**config.mk**
```make
export PLATFORM = sky130hd
export DESIGN_NAME = p16ln_enc
export DESIGN_NICKNAME = d
export VERILOG_FILES = /design/src/rtl/core/p16ln_pkg.sv /design/src/rtl/core/p16ln_enc.sv
export SDC_FILE = /design/constraint.sdc
export NUM_CORES = 2
export LEC_CHECK = 0
export ABC_AREA = 1
export ABC_CLOCK_PERIOD_IN_PS = 10400
export BUFFER_PORTS_ARGS = -buffer_cell sky130_fd_sc_hd__buf_4
export CAP_MARGIN = 20
export CORE_MARGIN = 2
export CORE_UTILIZATION = 30
export CTS_CLUSTER_SIZE = 30
export DETAILED_ROUTE_END_ITERATION = 8
export PLACE_DENSITY = 0.52
export SYNTH_ARGS = -nofsm -noshare
export SYNTH_HDL_FRONTEND = slang
export SYNTH_SLANG_ARGS = --single-unit
```
**constraint.sdc**
```tcl
create_clock -name clk_i -period 10.4 [get_ports clk_i]
set_clock_uncertainty 0.05 [all_clocks]
set_input_delay 1.56 -clock clk_i [delete_from_list [all_inputs] [get_ports clk_i]]
set_output_delay 1.56 -clock clk_i [all_outputs]
set_load 0.05 [all_outputs]
```
**src/rtl/core/p16ln_pkg.sv**
```systemverilog
// Shared types and constants for the posit16 natural log pipeline.
// Depends on nothing; every other file in rtl/core imports it.
package p16ln_pkg;

  // Cycles from an accepted request to its result strobe.
  localparam int unsigned LATENCY = 22;

  localparam logic [15:0] POSIT_NAR = 16'h8000;

  // Restoring divider for z = f / (f + 2^13): quotient bits per stage and stage count.
  localparam int unsigned DIV_BITS   = 4;
  localparam int unsigned DIV_STAGES = 8;

  // Odd polynomial coefficients of the log2 mantissa.
  localparam logic [10:0] POLY_C1 = 11'd1584;
  localparam logic [14:0] POLY_C2 = 15'd26661;
  localparam logic [18:0] POLY_C3 = 19'd302676;
  localparam logic [23:0] POLY_C4 = 24'd16136153;
  localparam logic [27:0] POLY_C5 = 28'd193635259;

  // ln2 factors in Q28, one per sign of the log2 value.
  localparam logic [27:0] LN2_POS_K = 28'd186065279;
  localparam logic [27:0] LN2_NEG_K = 28'd186065280;

  // Control that travels with every request.
  typedef struct packed {
    logic              valid;
    logic              nar;
    logic signed [5:0] scale;
  } tag_t;

endpackage

```
**src/rtl/core/p16ln_enc.sv**
```systemverilog
// ln2 scaling of the fixed-point log2 and posit16 encoding with round-to-nearest-even.
// Depends on p16ln_pkg.
module p16ln_enc (
  input  logic              clk_i,
  input  logic              rst_ni,
  input  p16ln_pkg::tag_t   tag_i,
  input  logic [30:0]       mant_i,
  output logic              valid_o,
  output logic [15:0]       posit_o
);
  import p16ln_pkg::*;

  function automatic logic [4:0] lzc30(input logic [29:0] v);
    logic [4:0] n;
    logic       run;
    n   = '0;
    run = 1'b1;
    for (int i = 29; i >= 0; i--) begin
      if (run && !v[i]) n = n + 5'd1;
      if (v[i]) run = 1'b0;
    end
    return n;
  endfunction

  // L1: join scale and mantissa, take the magnitude
  tag_t        t1_q;
  logic [35:0] m1_q;
  logic [35:0] acc;
  assign acc = {tag_i.scale, 30'b0} | {5'b00000, mant_i};

  // L2: two partial products
  tag_t        t2_q;
  logic        s2_q;
  logic [45:0] pl2_q, ph2_q;
  logic [27:0] kmul;
  logic [45:0] pl_d, ph_d;
  assign kmul = t1_q.scale[5] ? LN2_NEG_K : LN2_POS_K;
  assign pl_d = m1_q[17:0] * kmul;
  assign ph_d = m1_q[35:18] * kmul;

  // L3: sum, shift, restore sign
  tag_t        t3_q;
  logic [35:0] r3_q;
  logic [63:0] psum;
  logic [35:0] tval;
  assign psum = {ph2_q, 18'b0} + {18'b0, pl2_q};
  assign tval = psum[63:28];

  // L4: sign and magnitude of ln
  tag_t        t4_q;
  logic        n4_q;
  logic [35:0] mag4_q;

  // E1: classify and count
  tag_t        t5_q;
  logic        n5_q, z5_q, sm5_q;
  logic [35:0] mag5_q;
  logic [4:0]  lz5_q;
  logic [2:0]  sh5_q;
  logic [2:0]  sh_d;

  always_comb begin
    if (mag4_q[35])      sh_d = 3'd5;
    else if (mag4_q[34]) sh_d = 3'd4;
    else if (mag4_q[33]) sh_d = 3'd3;
    else if (mag4_q[32]) sh_d = 3'd2;
    else if (mag4_q[31]) sh_d = 3'd1;
    else                 sh_d = 3'd0;
  end

  // E2: build the unrounded posit word and its cut position
  tag_t        t6_q;
  logic        n6_q, z6_q;
  logic [35:0] w6_q;
  logic [5:0]  p6_q;
  logic [35:0] w_d;
  logic [5:0]  p_d;

  always_comb begin
    logic [29:0] vn;
    logic [35:0] vj;
    logic        sticky;
    logic [3:0]  top;
    vn     = mag5_q[29:0] << lz5_q;
    vj     = mag5_q >> sh5_q;
    sticky = |(mag5_q & ~({36{1'b1}} << sh5_q));
    case (sh5_q[2:1])
      2'd0:    top = 4'b0001;
      2'd1:    top = 4'b0011;
      default: top = 4'b0111;
    endcase
    if (sm5_q) begin
      w_d = {5'b00000, 1'b1, ~lz5_q[0], vn[28:0]};
      p_d = 6'd17 + {2'b00, lz5_q[4:1]};
    end else begin
      w_d = {top, 1'b0, sh5_q[0], vj[29:1], vj[0] | sticky};
      p_d = 6'd18 + {4'b0000, sh5_q[2:1]};
    end
  end

  // E3: round to nearest even, cut, apply sign
  logic        v7_q;
  logic [15:0] o7_q;
  logic [15:0] o_d;

  always_comb begin
    logic [35:0] half;
    logic [35:0] wr;
    logic [15:0] res;
    logic        up;
    half = 36'd1 << (p6_q - 6'd1);
    up   = w6_q[p6_q - 6'd1] && ((|(w6_q & (half - 36'd1))) || w6_q[p6_q]);
    wr   = up ? (w6_q + half) : w6_q;
    res  = 16'(wr >> p6_q);
    if (t6_q.nar)  o_d = POSIT_NAR;
    else if (z6_q) o_d = 16'h0000;
    else if (n6_q) o_d = 16'h0000 - res;
    else           o_d = res;
  end

  always_ff @(posedge clk_i or negedge rst_ni) begin
    if (!rst_ni) begin
      t1_q <= '0;
      t2_q <= '0;
      t3_q <= '0;
      t4_q <= '0;
      t5_q <= '0;
      t6_q <= '0;
      v7_q <= 1'b0;
    end else begin
      t1_q <= tag_i;
      t2_q <= t1_q;
      t3_q <= t2_q;
      t4_q <= t3_q;
      t5_q <= t4_q;
      t6_q <= t5_q;
      v7_q <= t6_q.valid;
    end
  end

  always_ff @(posedge clk_i) begin
    m1_q   <= tag_i.scale[5] ? (36'd0 - acc) : acc;
    s2_q   <= t1_q.scale[5];
    pl2_q  <= pl_d;
    ph2_q  <= ph_d;
    r3_q   <= s2_q ? (36'd0 - tval) : tval;
    n4_q   <= r3_q[35];
    mag4_q <= r3_q[35] ? (36'd0 - r3_q) : r3_q;
    n5_q   <= n4_q;
    z5_q   <= (mag4_q == 36'd0);
    sm5_q  <= (mag4_q[35:30] == 6'd0);
    mag5_q <= mag4_q;
    lz5_q  <= lzc30(mag4_q[29:0]);
    sh5_q  <= sh_d;
    n6_q   <= n5_q;
    z6_q   <= z5_q;
    w6_q   <= w_d;
    p6_q   <= p_d;
    o7_q   <= o_d;
  end

  assign valid_o = v7_q;
  assign posit_o = o7_q;

endmodule

```
==> results.sh <==
export IMPL_clkSlewWorstSetupHoldPaths_ns=0.06
export IMPL_max_cap_violations=0
export IMPL_worst_r2r_path_depth=73
export IMPL_critPathKind="reg2reg"
export IMPL_utilization_pct=33.1
export IMPL_viasPerCell=4.66
export IMPL_mostFrequentLayoutCells="nand2_1, inv_1, ha_1"
export IMPL_worstMarginPinSlew_ns=1.02
export IMPL_n_antenna_cell=0
export IMPL_rows=130
export IMPL_critPathSlowestCell="dfxtp_2"
export IMPL_cts_root_buf="clkbuf_16"
export IMPL_ys_types=66
export IMPL_clock_sinks=303
export IMPL_synth_seq_cells=303
export IMPL_n_fill_cell=13500
export IMPL_cpPeakStageDelay_ns=0.35
export IMPL_crit_family="adder cells"
export IMPL_path_max_fanout=3
export IMPL_status="finished, final reports clean"
export IMPL_clock_latency_ns=0.60
export IMPL_final_common_cell="nand2_1"
export IMPL_max_freq_mhz=104
export IMPL_slew_viol_final=0
export IMPL_dieHeight_um=360
export IMPL_cp_required_ns=10.85
export IMPL_arrival_ns=10.05
export IMPL_synth_edff_count=0
export IMPL_port_buffers=57
export IMPL_core_area_um2=126000
export IMPL_track_usage_pct=15.5
export IMPL_firstDrtPassIters=6
export IMPL_drt_wl_total_mm=100
export IMPL_hpwlAfterDp_mm=84.4
export IMPL_grt_pass1_vias=31300
export IMPL_critPathBufInv=12
export IMPL_ys_seq_area_share_pct=16.1
export IMPL_hold_path_end="n6_q"
export IMPL_min_from="n5_q"
export IMPL_grt_max_degree=68
export IMPL_synthArstFlopShare_pct=4.62
export IMPL_gp_congestion=0.898
export IMPL_antenna_found_initial=0
export IMPL_htreeDepth=2
export IMPL_ioPinCount=58
export IMPL_ff2ff_setup_slack_ns=0.80
export IMPL_cts_buffers=39
export IMPL_wl_per_cell_um=15.1
export IMPL_start_util_pct=30.3
export IMPL_drive_above_1_share_pct=5.09
export IMPL_end_kind="flop"
export IMPL_cts_tree="done"
export IMPL_vias=31000
export IMPL_grt_pass1_wl_mm=164
export IMPL_syn_inst=4973
export IMPL_dieArea_um2=130000
export IMPL_yosys_area_top_type="fa_1"
export IMPL_critPathLaunchType="flop"
export IMPL_drc_errors=0
export IMPL_netlist_area_um2=38000
export IMPL_r2r_end="lz5_q[4]"
export IMPL_finalSetupViolations=0
export IMPL_min_period_over_period_pct=92.3
export IMPL_synth_main_ff_cell="dfxtp_1"
export IMPL_area_delta_synth_final_pct=9.50
export IMPL_fin_nets=5899
export IMPL_yosysWarnings=0
export IMPL_die_w_um=360
export IMPL_cts_hold_buffers=0
export IMPL_min_path_type="reg2reg"
export IMPL_syn_area_per_cell_um2=7.65
export IMPL_synthTopCellsByArea="fa_1, ha_1, dfxtp_1"
export IMPL_grt_overflow=0
export IMPL_ant_nets=0
export IMPL_relSlewSlack_pct=32.0
export IMPL_drt_iter0_markers=1634
export IMPL_synth_top_area_share_pct=20.0
export IMPL_cts_buffer_depth=3
export IMPL_final_hold_viol_count=0
export IMPL_layout_min_cycle_time_ns=9.60
export IMPL_reg2reg_from="mag4_q[28]"
export IMPL_cpMostUsedCell="nand2_1"
export IMPL_whs_path_depth=0
export IMPL_synth_nets=5893
Yosys cell counts (10+ instances only):
library cell / count
dfrtp_1: 14
inv_4: 13
nor2_8: 12
nand4_1: 32
o22ai_1: 17
inv_1: 905
o221ai_1: 11
a31oi_1: 13
a21oi_1: 211
o211ai_1: 27
clkbuf_1: 92
fa_1: 380
xnor2_1: 99
or2_2: 21
o31ai_1: 15
xor2_1: 162
mux2i_1: 25
nor2_1: 371
buf_1: 19
o21bai_1: 13
nor2_4: 11
o21ai_0: 353
ha_1: 499
nand3_1: 205
nor3_1: 67
nor4_1: 24
dfxtp_1: 289
inv_2: 10
nand2_1: 933
state kept, by name, summed over array words and instances, names as in the netlist, 6 cells and up:
name and cells:
mag4_q 36, w6_q 34, pl2_q 28, m1_q 36
mag5_q 36, r3_q 36, p6_q 6, ph2_q 46
posit_o 16
worst reg2reg max path: cells and delay by family (launching register included):
family | cells | cell delay (ns)
adders and majority gates | 14 | 3.67
and+or+nand+nor | 33 | 2.80
AOI/OAI and AO/OA | 12 | 1.68
buffers and inverters | 12 | 0.69
DFF | 1 | 0.35
xor gates and xnor gates | 2 | 0.23
kinds of logic after synthesis:
logic type	synth area share (%)
AOI/OAI and AO/OA	10.7
buffers and inverters	10.6
DFF	16.1
and+or+nand+nor	19.5
adders and majority gates	36.4
muxes	0.658
xor gates and xnor gates	6.05
cell type report:
type | instances | area [um^2] | share of cell area [%]
Tap cell | 1650 | 2060 | 4.96
Sequential cell | 303 | 6140 | 14.7
Multi-Input combinational cell | 3613 | 27900 | 67.1
Clock buffer | 51 | 1090 | 2.62
Inverter | 936 | 3560 | 8.54
Clock inverter | 18 | 223 | 0.535
Timing Repair Buffer | 86 | 646 | 1.55
timing repair:
item                                    CTS  global route
buffers inserted                          0             5
resized for setup                         0            19
endpoints found under the setup margin    0             4
layer usage:
layer  GRT usage, %  part of all wire [%]
met5              0                     0
met4           4.05                   2.4
met3           1.62                   3.9
met2           26.9                    47
met1           20.5                    46
per-stage QoR:
stage          hold slack, ns  instance area [um^2]  setup slack (ns)  cells  TNS, ns
2_1_floorplan           0.260                 38000              1.03   4973        0
3_3_place_gp            0.267                 40200             0.309   6583        0
3_5_place_dp            0.270                 40200             0.135   6583        0
4_1_cts                 0.262                 41600             0.116   6652        0
5_1_grt                 0.274                 41700           -0.0576   6657  -0.0576
6_report                0.261                 41700             0.799   6657        0
how the worst max path moves through the flow:
| stage | from | to | slack (ns) | cells past startpoint |
|---|---|---|---|---|
| floorplan | mag4_q[28] | lz5_q[4] | 1.03 | 73 |
| global placement | mag4_q[28] | lz5_q[4] | 0.31 | 73 |
| detailed placement | mag4_q[28] | lz5_q[4] | 0.14 | 73 |
| CTS | mag4_q[28] | lz5_q[4] | 0.12 | 73 |
| global route | mag4_q[28] | lz5_q[4] | -0.06 | 73 |
| finish | mag4_q[28] | lz5_q[4] | 0.80 | 73 |
Power is left out: the tool's default activity adds up to more than one toggle a clock period on the data nets, which glitch-free logic cannot reach.
